$ cat src/assert_macros.svh
// Assertion macros used by the top-level RTL file; clocked on clk, disabled while rst_n is low.
`ifndef ASSERT_MACROS_SVH
`define ASSERT_MACROS_SVH

// Same-cycle implication.
`define AST_IMP(lbl, ante, cons) \
    lbl: assert property (@(posedge clk) disable iff (!rst_n) (ante) |-> (cons)) \
        else $error("assertion failed");

// Next-cycle implication.
`define AST_NEXT(lbl, ante, cons) \
    lbl: assert property (@(posedge clk) disable iff (!rst_n) (ante) |=> (cons)) \
        else $error("assertion failed");

`endif

$ cat src/idbm_pkg.sv
// Types and constants of the icon directory best-match selector.
`default_nettype none

package idbm_pkg;

    localparam int SIZE_W  = 12;
    localparam int SCALE_W = 4;
    localparam int PROD_W  = SIZE_W + SCALE_W;
    localparam int DIST_W  = 18;
    localparam int IDX_W   = 8;
    localparam int ADDR_W  = 4;
    localparam int DATA_W  = 32;

    localparam logic [1:0] REG_REQ_WIDTH  = 2'd0;
    localparam logic [1:0] REG_REQ_HEIGHT = 2'd1;
    localparam logic [1:0] REG_REQ_SCALE  = 2'd2;

    localparam logic [SIZE_W-1:0]  REQ_WIDTH_RST  = 12'd32;
    localparam logic [SIZE_W-1:0]  REQ_HEIGHT_RST = 12'd32;
    localparam logic [SCALE_W-1:0] REQ_SCALE_RST  = 4'd1;

    typedef enum logic [1:0] {
        KIND_FIXED    = 2'd0,
        KIND_SCALABLE = 2'd1,
        KIND_THRESH   = 2'd2,
        KIND_OTHER    = 2'd3
    } kind_t;

    typedef struct packed {
        logic [SIZE_W-1:0]  side;
        logic [SCALE_W-1:0] scale;
    } cfg_t;

    // Classified descriptor handed from the front end to the selector.
    typedef struct packed {
        logic                     sel;
        logic                     match;
        logic signed [DIST_W-1:0] distance;
        logic                     last;
    } cls_t;

    typedef struct packed {
        logic [IDX_W-1:0] index;
        logic             found;
        logic             exact;
    } res_t;

endpackage

`default_nettype wire

$ cat src/idbm_queue.sv
// Small register-based FIFO used between the pipeline parts.
`default_nettype none

module idbm_queue #(
    parameter int W     = 8,
    parameter int DEPTH = 2
) (
    input  logic         clk,
    input  logic         rst_n,
    input  logic         push,
    output logic         full,
    input  logic [W-1:0] wr_data,
    input  logic         pop,
    output logic         empty,
    output logic [W-1:0] rd_data
);

    localparam int AW = (DEPTH > 1) ? $clog2(DEPTH) : 1;
    localparam int CW = $clog2(DEPTH + 1);

    logic [W-1:0]  mem [DEPTH];
    logic [AW-1:0] wr_ptr_reg, wr_ptr_next;
    logic [AW-1:0] rd_ptr_reg, rd_ptr_next;
    logic [CW-1:0] count_reg, count_next;
    logic          do_push, do_pop;

    assign full    = (count_reg == CW'(DEPTH));
    assign empty   = (count_reg == '0);
    assign do_push = push && !full;
    assign do_pop  = pop && !empty;
    assign rd_data = mem[rd_ptr_reg];

    always_comb
    begin
        wr_ptr_next = wr_ptr_reg;
        rd_ptr_next = rd_ptr_reg;
        count_next  = count_reg;
        if (do_push)
        begin
            wr_ptr_next = (wr_ptr_reg == AW'(DEPTH - 1)) ? '0 : wr_ptr_reg + 1'b1;
        end
        if (do_pop)
        begin
            rd_ptr_next = (rd_ptr_reg == AW'(DEPTH - 1)) ? '0 : rd_ptr_reg + 1'b1;
        end
        if (do_push && !do_pop)
        begin
            count_next = count_reg + 1'b1;
        end
        else if (do_pop && !do_push)
        begin
            count_next = count_reg - 1'b1;
        end
    end

    always_ff @(posedge clk or negedge rst_n)
    begin
        if (!rst_n)
        begin
            wr_ptr_reg <= '0;
            rd_ptr_reg <= '0;
            count_reg  <= '0;
        end
        else
        begin
            wr_ptr_reg <= wr_ptr_next;
            rd_ptr_reg <= rd_ptr_next;
            count_reg  <= count_next;
        end
    end

    always_ff @(posedge clk)
    begin
        if (do_push)
        begin
            mem[wr_ptr_reg] <= wr_data;
        end
    end

endmodule

`default_nettype wire

$ cat src/idbm_front.sv
// Front end: takes descriptors, checks the exact rule and computes the size distance.
`default_nettype none

module idbm_front (
    input  logic                clk,
    input  logic                rst_n,
    input  idbm_pkg::cfg_t      cfg,
    input  logic                push,
    output logic                full,
    input  logic [1:0]          dir_kind,
    input  logic [11:0]         nom_size,
    input  logic [11:0]         dir_min,
    input  logic [11:0]         dir_max,
    input  logic [11:0]         dir_thresh,
    input  logic [3:0]          dir_scale,
    input  logic                last_entry,
    output logic                q_push,
    input  logic                q_full,
    output idbm_pkg::cls_t      q_data
);

    import idbm_pkg::*;

    // stage 1: captured descriptor
    logic               s1_valid_reg;
    kind_t              s1_kind_reg;
    logic [SIZE_W-1:0]  s1_size_reg, s1_min_reg, s1_max_reg, s1_thr_reg;
    logic [SCALE_W-1:0] s1_scale_reg;
    logic               s1_last_reg;

    // stage 2: products and match flag
    logic                     s2_valid_reg;
    kind_t                    s2_kind_reg;
    logic                     s2_match_reg;
    logic                     s2_last_reg;
    logic [PROD_W-1:0]        s2_psize_reg, s2_pmin_reg, s2_pmax_reg, s2_bigs_reg;
    logic signed [DIST_W-1:0] s2_plo_reg;
    logic [PROD_W:0]          s2_phi_reg;

    logic                     s1_adv, s2_adv, accept;
    logic                     match;
    logic signed [SIZE_W:0]   lo;
    logic [SIZE_W:0]          hi;
    logic [PROD_W-1:0]        psize, pmin, pmax, bigs;
    logic signed [DIST_W-1:0] plo;
    logic [PROD_W:0]          phi;

    logic signed [DIST_W-1:0] e_size, e_min, e_max, e_bigs, e_hi, diff, distance;

    assign s2_adv = !s2_valid_reg || !q_full;
    assign s1_adv = !s1_valid_reg || s2_adv;
    assign full   = !s1_adv;
    assign accept = push && !full;
    assign q_push = s2_valid_reg && !q_full;

    always_comb
    begin
        lo    = $signed({1'b0, s1_size_reg}) - $signed({1'b0, s1_thr_reg});
        hi    = {1'b0, s1_size_reg} + {1'b0, s1_thr_reg};
        match = 1'b0;
        if (s1_scale_reg == cfg.scale)
        begin
            unique case (s1_kind_reg)
                KIND_FIXED:    match = (s1_size_reg == cfg.side);
                KIND_SCALABLE: match = (cfg.side <= s1_max_reg) && (cfg.side >= s1_min_reg);
                KIND_THRESH:   match = ($signed({1'b0, cfg.side}) >= lo)
                                       && ({1'b0, cfg.side} <= hi);
                KIND_OTHER:    match = 1'b0;
            endcase
        end
        psize = PROD_W'(s1_size_reg) * PROD_W'(s1_scale_reg);
        pmin  = PROD_W'(s1_min_reg) * PROD_W'(s1_scale_reg);
        pmax  = PROD_W'(s1_max_reg) * PROD_W'(s1_scale_reg);
        bigs  = PROD_W'(cfg.side) * PROD_W'(cfg.scale);
        plo   = DIST_W'(lo) * DIST_W'($signed({1'b0, s1_scale_reg}));
        phi   = (PROD_W + 1)'(hi) * (PROD_W + 1)'(s1_scale_reg);
    end

    always_comb
    begin
        e_size   = $signed(DIST_W'(s2_psize_reg));
        e_min    = $signed(DIST_W'(s2_pmin_reg));
        e_max    = $signed(DIST_W'(s2_pmax_reg));
        e_bigs   = $signed(DIST_W'(s2_bigs_reg));
        e_hi     = $signed(DIST_W'(s2_phi_reg));
        diff     = e_size - e_bigs;
        distance = '0;
        unique case (s2_kind_reg)
            KIND_FIXED:
            begin
                distance = diff[DIST_W-1] ? -diff : diff;
            end
            KIND_SCALABLE:
            begin
                if (e_bigs < e_min)
                    distance = e_min - e_bigs;
                else if (e_bigs > e_max)
                    distance = e_bigs - e_max;
            end
            KIND_THRESH:
            begin
                // bounds come from size +/- thresh, the distance from min/max
                if (e_bigs < s2_plo_reg)
                    distance = e_min - e_bigs;
                else if (e_bigs > e_hi)
                    distance = e_bigs - e_max;
            end
            KIND_OTHER:
            begin
                distance = '0;
            end
        endcase
        q_data.sel      = (s2_kind_reg != KIND_OTHER);
        q_data.match    = s2_match_reg;
        q_data.distance = distance;
        q_data.last     = s2_last_reg;
    end

    always_ff @(posedge clk or negedge rst_n)
    begin
        if (!rst_n)
        begin
            s1_valid_reg <= 1'b0;
            s2_valid_reg <= 1'b0;
        end
        else
        begin
            if (s1_adv)
                s1_valid_reg <= accept;
            if (s2_adv)
                s2_valid_reg <= s1_valid_reg;
        end
    end

    always_ff @(posedge clk)
    begin
        if (accept)
        begin
            s1_kind_reg  <= kind_t'(dir_kind);
            s1_size_reg  <= nom_size;
            s1_min_reg   <= dir_min;
            s1_max_reg   <= dir_max;
            s1_thr_reg   <= dir_thresh;
            s1_scale_reg <= dir_scale;
            s1_last_reg  <= last_entry;
        end
        if (s2_adv && s1_valid_reg)
        begin
            s2_kind_reg  <= s1_kind_reg;
            s2_match_reg <= match;
            s2_last_reg  <= s1_last_reg;
            s2_psize_reg <= psize;
            s2_pmin_reg  <= pmin;
            s2_pmax_reg  <= pmax;
            s2_bigs_reg  <= bigs;
            s2_plo_reg   <= plo;
            s2_phi_reg   <= phi;
        end
    end

endmodule

`default_nettype wire

$ cat src/idbm_back.sv
// Back end: tracks first exact match and first smallest distance, emits one result per set.
`default_nettype none

module idbm_back #(
    parameter int MAX_ENTRIES = 256
) (
    input  logic           clk,
    input  logic           rst_n,
    input  logic           q_empty,
    input  idbm_pkg::cls_t q_data,
    output logic           q_pop,
    input  logic           r_full,
    output logic           r_push,
    output idbm_pkg::res_t r_data
);

    import idbm_pkg::*;

    localparam int CW = $clog2(MAX_ENTRIES + 1);
    localparam int IW = (CW < IDX_W) ? CW : IDX_W;

    logic [CW-1:0]            cnt_reg, cnt_next;
    logic                     exact_seen_reg, exact_seen_next;
    logic [IW-1:0]            exact_idx_reg, exact_idx_next;
    logic                     best_seen_reg, best_seen_next;
    logic signed [DIST_W-1:0] best_dist_reg, best_dist_next;
    logic [IW-1:0]            best_idx_reg, best_idx_next;

    logic go, in_range, take;

    assign go       = !q_empty && !r_full;
    assign q_pop    = go;
    assign in_range = (cnt_reg < CW'(MAX_ENTRIES));
    assign take     = in_range && q_data.sel;
    assign r_push   = go && q_data.last;

    always_comb
    begin
        cnt_next        = cnt_reg;
        exact_seen_next = exact_seen_reg;
        exact_idx_next  = exact_idx_reg;
        best_seen_next  = best_seen_reg;
        best_dist_next  = best_dist_reg;
        best_idx_next   = best_idx_reg;
        if (go)
        begin
            if (take && q_data.match && !exact_seen_reg)
            begin
                exact_seen_next = 1'b1;
                exact_idx_next  = cnt_reg[IW-1:0];
            end
            if (take && (!best_seen_reg || (q_data.distance < best_dist_reg)))
            begin
                best_seen_next = 1'b1;
                best_dist_next = q_data.distance;
                best_idx_next  = cnt_reg[IW-1:0];
            end
            if (in_range)
                cnt_next = cnt_reg + 1'b1;
        end

        if (exact_seen_next)
        begin
            r_data.index = IDX_W'(exact_idx_next);
            r_data.found = 1'b1;
            r_data.exact = 1'b1;
        end
        else if (best_seen_next)
        begin
            r_data.index = IDX_W'(best_idx_next);
            r_data.found = 1'b1;
            r_data.exact = 1'b0;
        end
        else
        begin
            r_data.index = '0;
            r_data.found = 1'b0;
            r_data.exact = 1'b0;
        end

        // end of set: start over
        if (r_push)
        begin
            cnt_next        = '0;
            exact_seen_next = 1'b0;
            exact_idx_next  = '0;
            best_seen_next  = 1'b0;
            best_dist_next  = '0;
            best_idx_next   = '0;
        end
    end

    always_ff @(posedge clk or negedge rst_n)
    begin
        if (!rst_n)
        begin
            cnt_reg        <= '0;
            exact_seen_reg <= 1'b0;
            exact_idx_reg  <= '0;
            best_seen_reg  <= 1'b0;
            best_dist_reg  <= '0;
            best_idx_reg   <= '0;
        end
        else
        begin
            cnt_reg        <= cnt_next;
            exact_seen_reg <= exact_seen_next;
            exact_idx_reg  <= exact_idx_next;
            best_seen_reg  <= best_seen_next;
            best_dist_reg  <= best_dist_next;
            best_idx_reg   <= best_idx_next;
        end
    end

endmodule

`default_nettype wire

$ cat src/icon_directory_best_match.sv
// Top level of the icon directory best-match selector.
`default_nettype none
`include "assert_macros.svh"

// Picks one icon directory out of a set of descriptors for the requested size
// min(req_width, req_height) at req_scale. Descriptors are pushed one per cycle
// while full is low, without bubbles; the set ends on the descriptor with
// last_entry set, and that one produces a single result (first exact match, else
// first smallest distance, else found = 0). A descriptor goes through two
// front-end stages (capture, then multiply and compare), a 4-deep queue, the
// selector and a 2-deep result queue. Throughput is one descriptor per cycle
// while full is low. Positions at or beyond MAX_ENTRIES are not considered; the
// position counter stops there. Registers are to be written over the APB port
// only while the block is idle; the block itself does not enforce this.
module icon_directory_best_match #(
    parameter int MAX_ENTRIES = 256
) (
    input  logic                        clk,
    input  logic                        rst_n,
    input  logic                        psel,
    input  logic                        penable,
    input  logic                        pwrite,
    input  logic [idbm_pkg::ADDR_W-1:0] paddr,
    input  logic [idbm_pkg::DATA_W-1:0] pwdata,
    output logic [idbm_pkg::DATA_W-1:0] prdata,
    output logic                        pready,
    input  logic                        push,
    output logic                        full,
    input  logic [1:0]                  dir_kind,
    input  logic [11:0]                 nom_size,
    input  logic [11:0]                 dir_min,
    input  logic [11:0]                 dir_max,
    input  logic [11:0]                 dir_thresh,
    input  logic [3:0]                  dir_scale,
    input  logic                        last_entry,
    output logic                        empty,
    input  logic                        pop,
    output logic [7:0]                  chosen_index,
    output logic                        found,
    output logic                        exact
);

    import idbm_pkg::*;

    logic [SIZE_W-1:0]  req_width_reg;
    logic [SIZE_W-1:0]  req_height_reg;
    logic [SCALE_W-1:0] req_scale_reg;
    logic               wr_en;
    logic [1:0]         reg_sel;
    cfg_t               cfg;

    logic mid_push, mid_full, mid_pop, mid_empty;
    cls_t mid_wr, mid_rd;
    logic res_push, res_full;
    res_t res_wr, res_rd;

    assign pready  = 1'b1;
    assign wr_en   = psel && penable && pwrite && pready;
    assign reg_sel = paddr[3:2];

    always_comb
    begin
        unique case (reg_sel)
            REG_REQ_WIDTH:  prdata = DATA_W'(req_width_reg);
            REG_REQ_HEIGHT: prdata = DATA_W'(req_height_reg);
            REG_REQ_SCALE:  prdata = DATA_W'(req_scale_reg);
            default:        prdata = '0;
        endcase
    end

    always_ff @(posedge clk or negedge rst_n)
    begin
        if (!rst_n)
        begin
            req_width_reg  <= REQ_WIDTH_RST;
            req_height_reg <= REQ_HEIGHT_RST;
            req_scale_reg  <= REQ_SCALE_RST;
        end
        else if (wr_en)
        begin
            unique case (reg_sel)
                REG_REQ_WIDTH:  req_width_reg  <= pwdata[SIZE_W-1:0];
                REG_REQ_HEIGHT: req_height_reg <= pwdata[SIZE_W-1:0];
                REG_REQ_SCALE:  req_scale_reg  <= pwdata[SCALE_W-1:0];
                default:        ;
            endcase
        end
    end

    assign cfg.side  = (req_width_reg < req_height_reg) ? req_width_reg : req_height_reg;
    assign cfg.scale = req_scale_reg;

    idbm_front u_front (
        .clk        (clk),
        .rst_n      (rst_n),
        .cfg        (cfg),
        .push       (push),
        .full       (full),
        .dir_kind   (dir_kind),
        .nom_size   (nom_size),
        .dir_min    (dir_min),
        .dir_max    (dir_max),
        .dir_thresh (dir_thresh),
        .dir_scale  (dir_scale),
        .last_entry (last_entry),
        .q_push     (mid_push),
        .q_full     (mid_full),
        .q_data     (mid_wr)
    );

    idbm_queue #(
        .W     ($bits(cls_t)),
        .DEPTH (4)
    ) u_mid_q (
        .clk     (clk),
        .rst_n   (rst_n),
        .push    (mid_push),
        .full    (mid_full),
        .wr_data (mid_wr),
        .pop     (mid_pop),
        .empty   (mid_empty),
        .rd_data (mid_rd)
    );

    idbm_back #(
        .MAX_ENTRIES (MAX_ENTRIES)
    ) u_back (
        .clk     (clk),
        .rst_n   (rst_n),
        .q_empty (mid_empty),
        .q_data  (mid_rd),
        .q_pop   (mid_pop),
        .r_full  (res_full),
        .r_push  (res_push),
        .r_data  (res_wr)
    );

    idbm_queue #(
        .W     ($bits(res_t)),
        .DEPTH (2)
    ) u_res_q (
        .clk     (clk),
        .rst_n   (rst_n),
        .push    (res_push),
        .full    (res_full),
        .wr_data (res_wr),
        .pop     (pop),
        .empty   (empty),
        .rd_data (res_rd)
    );

    assign chosen_index = res_rd.index;
    assign found        = res_rd.found;
    assign exact        = res_rd.exact;

    `AST_IMP(a_not_found, !empty && !found, !exact && (chosen_index == 8'd0))
    `AST_IMP(a_exact_found, !empty && exact, found)
    `AST_NEXT(a_result_visible, res_push, !empty)

endmodule

`default_nettype wire

$ cat config.mk
export PLATFORM = sky130hd
export DESIGN_NAME = icon_directory_best_match
export DESIGN_NICKNAME = d
export VERILOG_FILES = /design/src/idbm_pkg.sv /design/src/idbm_queue.sv /design/src/idbm_front.sv /design/src/idbm_back.sv /design/src/icon_directory_best_match.sv
export VERILOG_INCLUDE_DIRS = /design/src /design/src/src
export SDC_FILE = /design/constraint.sdc
export NUM_CORES = 1
export LEC_CHECK = 0
export BUFFER_PORTS_ARGS = -buffer_cell sky130_fd_sc_hd__buf_2
export CAP_MARGIN = 25
export CORE_MARGIN = 4
export CORE_UTILIZATION = 65
export CTS_CLUSTER_DIAMETER = 120
export DETAILED_ROUTE_END_ITERATION = 8
export PLACE_DENSITY_LB_ADDON = 0.08
export SLEW_MARGIN = 15
export SYNTH_ARGS = -nofsm -noshare
export SYNTH_HDL_FRONTEND = slang
export SYNTH_HIERARCHICAL = 1
export SYNTH_SLANG_ARGS = --single-unit
$ cat constraint.sdc
create_clock -name clk -period 27.1 [get_ports clk]
set_input_delay 8.13 -clock clk [delete_from_list [all_inputs] [get_ports clk]]
set_output_delay 8.13 -clock clk [all_outputs]
set_load 0.02 [all_outputs]
# == Yosys cells after proc, flatten, opt, wreduce, memory -nomap -nowiden ==
# Memories as Yosys holds them, arrays and structs flattened.
# Cells that the tools add are included.
# W data, S select, Z words.
# classes
n_mul,6
n_mux,41
eq_ne,15
magnitude_cmp,11
reduce_logical,52
n_addsub,15
# ops
op,n
$mux W18,8
$pmux W18 S4,1
$mul A12 B4 Y16,4
$sub A16 B16 Y17,3
$mux W8,6
$pmux W12 S3,1
$mux W9,3
$logic_and A1 B1 Y1,21
$mux W10,2
$lt A17 B18 Y1,1
$lt A18 B18 Y1,1
$mul A13 B5 Y18,1
$neg A18 Y18,1
$gt A16 B17 Y1,1
$mul A13 B4 Y17,1
$eq A2 B2 Y1 const B,8
$gt A16 B16 Y1,1
$lt A16 B16 Y1,1
$add A12 B12 Y13,1
$ge A13 B13 Y1,1
$le A12 B13 Y1,1
$logic_not A1 Y1,13
$sub A12 B12 Y13,1
$eq A12 B12 Y1,1
24 further kinds,57
# totals
word_cells,175
ram_bits,104
n_memories,2
output_inout_bits,45
regBits,244
inputBits,98
# mem_list
name,depth,width,read_ports,rd_ports_with_merged_regs,wr,line,source
u_mid_q.mem,4,21,1,0,1,idbm_queue.sv:21,logic [W-1:0] mem [DEPTH];
u_res_q.mem,2,10,1,0,1,idbm_queue.sv:21,

# == Depth between registers and ports, before layout ==
# depth
word_depth,9
ltp_mapped,24
depth_no_buf,24

# == By module ==
# The synthesis kept the hierarchy.
# modules_own_cells
module,cells_per_inst,area_per_inst_um2,seq_area_each_um2,n_inst
idbm_front,2169,20005.4,4794.6,1
idbm_queue at u_mid_q,147,3495.9,2697.6,1
idbm_back,241,2406.1,1126.1,1
icon_directory_best_match,172,1883.1,704.4,1
idbm_queue at u_res_q,50,919.6,700.7,1

# == Worst setup path before layout ==
# OpenSTA, ideal clock, no wires.
# synth_timing
kind,input port to output port
start,input paddr[2] in the netlist's numbering
end,output prdata[1] in the netlist's numbering
cell_stages,4
required_ns,18.970
arrival_time_ns,9.246
setup_slack_ns,9.724
path_buffers,2
cell_sequence,clkbuf_1 -> buf_2 -> mux2i_1 -> o21ai_0
# synth_between
elab_chain_len,2
word_cells_on_any_way,4
classes_between,eq/ne (2); mux (1); reduce/logical (1)
# synth_lines
item,line,source
start: declaration,icon_directory_best_match.sv:23,"input logic [idbm_pkg::ADDR_W-1:0] paddr,"
"$eq A2 B2 Y1, or another cell as far along",icon_directory_best_match.sv:63,unique case (reg_sel)
$pmux W12 S3 *,icon_directory_best_match.sv:63,
end: declaration,icon_directory_best_match.sv:25,"output logic [idbm_pkg::DATA_W-1:0] prdata,"
# Mark *: on every way between the ends. The rest lies on a longest branch, timed or not.

# == Final worst setup path ==
# layout_timing
start,input paddr[3] in the netlist's numbering
end,output prdata[1] in the netlist's numbering
# Same word-level chain as after synthesis.

==> impl_metrics.json <==
{
  "final_cell_count_no_fill": 3484,
  "num_vias": 20572,
  "tightest_slew_ps": 962,
  "ios": 143,
  "path_clk_slew_ps": 60,
  "core_area_um2": 43400,
  "setup_violations": 0,
  "synth_area_leaders": "edfxtp_1 27%, ha_1 14%, fa_1 9.4%, dfrtp_1 7.2%, inv_1 4.9%",
  "synth_edf_count": 262,
  "relSlewSlack": 0.359,
  "max_clock_freq_ghz": 0.0581,
  "postRouteWirelength_um": 67800,
  "hp-class": "flip-flop to flip-flop",
  "synth_area_um2": 28700,
  "min_period_over_period": 0.635,
  "synth_seq_cells": 348,
  "die_w_um": 218,
  "diodes": 0,
  "final_nets": 3424,
  "yosysTopAreaCell": "edfxtp_1",
  "rows": 76,
  "numPortBuffers": 99,
  "reg_top3": "u_mid_q/mem x84, u_res_q/mem x20",
  "dr.pass1.iters": 6,
  "grt_pass1_vias": 21432,
  "p_leak_uw": 0.0145,
  "synth_warnings": 6,
  "die_h_um": 218,
  "viasPerCell": 5.90,
  "worstHoldPathCells": 1,
  "ys_seq_area_frac": 0.349,
  "syn_avg_cell_area_um2": 10.3,
  "path_max_fanout": 16,
  "synth_flop_cell": "edfxtp_1",
  "skew_ps": 16.3,
  "seq_power_share": 0.251,
  "clkSinkCount": 348,
  "p_sw_frac": 0.449,
  "p_int_uw": 2200,
  "yosys-top-cells-count": "377 x inv_1, 323 x ha_1, 262 x edfxtp_1",
  "startpoint_type": "input pin",
  "reg2regPathDepth": 21,
  "track_usage": 0.289,
  "p_per_area_nw_per_um2": 129,
  "h-tree-depth": 2,
  "final_layout_size_suffix_gt1_frac": 0.104,
  "synthArstFlopShare": 0.247,
  "rsz0062_at_grt": "false",
  "clock_path_buffers": 3,
  "grt_max_degree": 64,
  "root_buffer": "clkbuf_16",
  "die_area_um2": 47600,
  "fillers": 3287,
  "area_growth_pct": 8.06,
  "slew_violations": 0,
  "postCtsResizedCells": 0,
  "total_power_uw": 3990,
  "drt-initial-drc-count": 1363,
  "hpwl_um": 51300,
  "p_sw_uw": 1790,
  "overflow": 0,
  "finalHoldViolCount": 0,
  "worstSetupPathType": "input pin to output port",
  "gp_congestion": 0.908,
  "status": "finished, final reports clean",
  "syn_inst": 2779,
  "maxCapViolCount": 0,
  "cp.required_ps": 18970,
  "setup_tns_ps": 0,
  "dp.cells": 3409,
  "regMostFlops": "u_mid_q/mem",
  "synth_cell_type_count": 101,
  "cts_setup_buffers": 0,
  "wl_per_cell_um": 19.4,
  "worst_ir_drop_vdd_v": 0.0000796,
  "largest_reg_flops": 84,
  "clk_latency_ps": 560,
  "pwr-share-comb": 0.613,
  "grt_pass1_wl_um": 109000,
  "yosysMostFrequentCell": "inv_1",
  "clkPwrFrac": 0.135,
  "start_util": 0.662,
  "ant_nets": 0,
  "worstPathArrival_ps": 9080,
  "cts_hold_buffers": 0,
  "cts_tree": "done",
  "synth_top_area_frac": 0.274,
  "antenna_found_initial": 2,
  "period_needed_ps": 17210,
  "numCtsBuffers": 41,
  "drc_errors": 0,
  "critPathCaptureType": "output port"
}
-- layout make-up --
cell class              count  area (µm²)  area share
clock inverters            20         156     0.00504
clock buffers              54        1180      0.0380
repair buffers            119         668      0.0215
multi-input cells        1980       16800       0.543
flip-flops and latches    348       10000       0.323
well taps                 585         732      0.0236
inverters                 378        1420      0.0457
-- metrics by stage --
step	cell area, µm²	utilization	hold WS [ps]	setup slack (ps)
6_report	31000	0.715	480	9890
5_1_grt	31000	0.715	470	9790
3_3_place_gp	29700	0.684	453	9930
2_1_floorplan	28800	-	400	9720
3_5_place_dp	29700	0.685	458	9920
4_1_cts	31000	0.715	468	9890
-- logic make-up after synthesis --
group	count (synthesis)	share of synthesized area
fa+ha+maj	458	0.235
other cells	2	0.000262
mux	127	0.0574
simple gates	771	0.138
buf+inv	470	0.0672
flops	348	0.349
compound gates	434	0.102
xor+xnor	169	0.0516
-- placed cells by master, fill, tap and decap left out, types with 43 or more instances in the layout --
cell,netlist,layout
mux2i_1,51,51
clkbuf_16,0,44
buf_2,7,98
o21ai_0,64,64
inv_1,377,377
xor2_1,43,43
ha_1,323,323
nor3_1,48,47
edfxtp_1,262,262
nor2_1,141,140
dfrtp_1,83,83
nor2b_1,58,58
xnor2_1,126,126
fa_1,135,135
nand2_1,212,212
a21oi_1,124,124
and2_1,123,122
-- power groups by stage --
stage | Clock [µW] | Sequential [µW] | Combinational [µW]
detailed placement | 0 | 1010 | 2420
floorplan | 0 | 942 | 1880
finish | 540 | 1000 | 2450
global route | 577 | 1020 | 2720
global placement | 0 | 1000 | 2300
CTS | 551 | 1000 | 2440
-- final timing paths --
kind | from | end | slack (ps)
max | paddr[3] | prdata[1] | 9890
max reg2reg | u_front/s1_size_reg[2]$_DFFE_PP_ | u_front/s2_plo_reg[17]$_DFFE_PP_ | 21200
max in group asynchronous | rst_n | u_back/best_dist_reg[9]$_DFFE_PN0P_ | 18460
min | u_front/s1_valid_reg$_DFFE_PN0N_ | u_front/s2_valid_reg$_DFFE_PN0P_ | 480
min reg2reg | u_front/s1_valid_reg$_DFFE_PN0N_ | u_front/s2_valid_reg$_DFFE_PN0P_ | 480
min in group asynchronous | rst_n | req_width_reg[9]$_DFFE_PN0P_ | 7470
-- critical path, stage by stage --
cell	delay [ps]
buf_2	260
nor2b_1	300
nand2_1	90
o21ai_0	100
buf_2	200
-- metal layers --
metal,vias to the layer above,global-route usage,share of wire
li1,9716,-,-
met1,10044,0.365,0.41
met2,615,0.489,0.48
met3,197,0.0428,0.055
met4,0,0.142,0.057
met5,-,0,0
No activity file was read; power rests on OpenSTA's default activity.
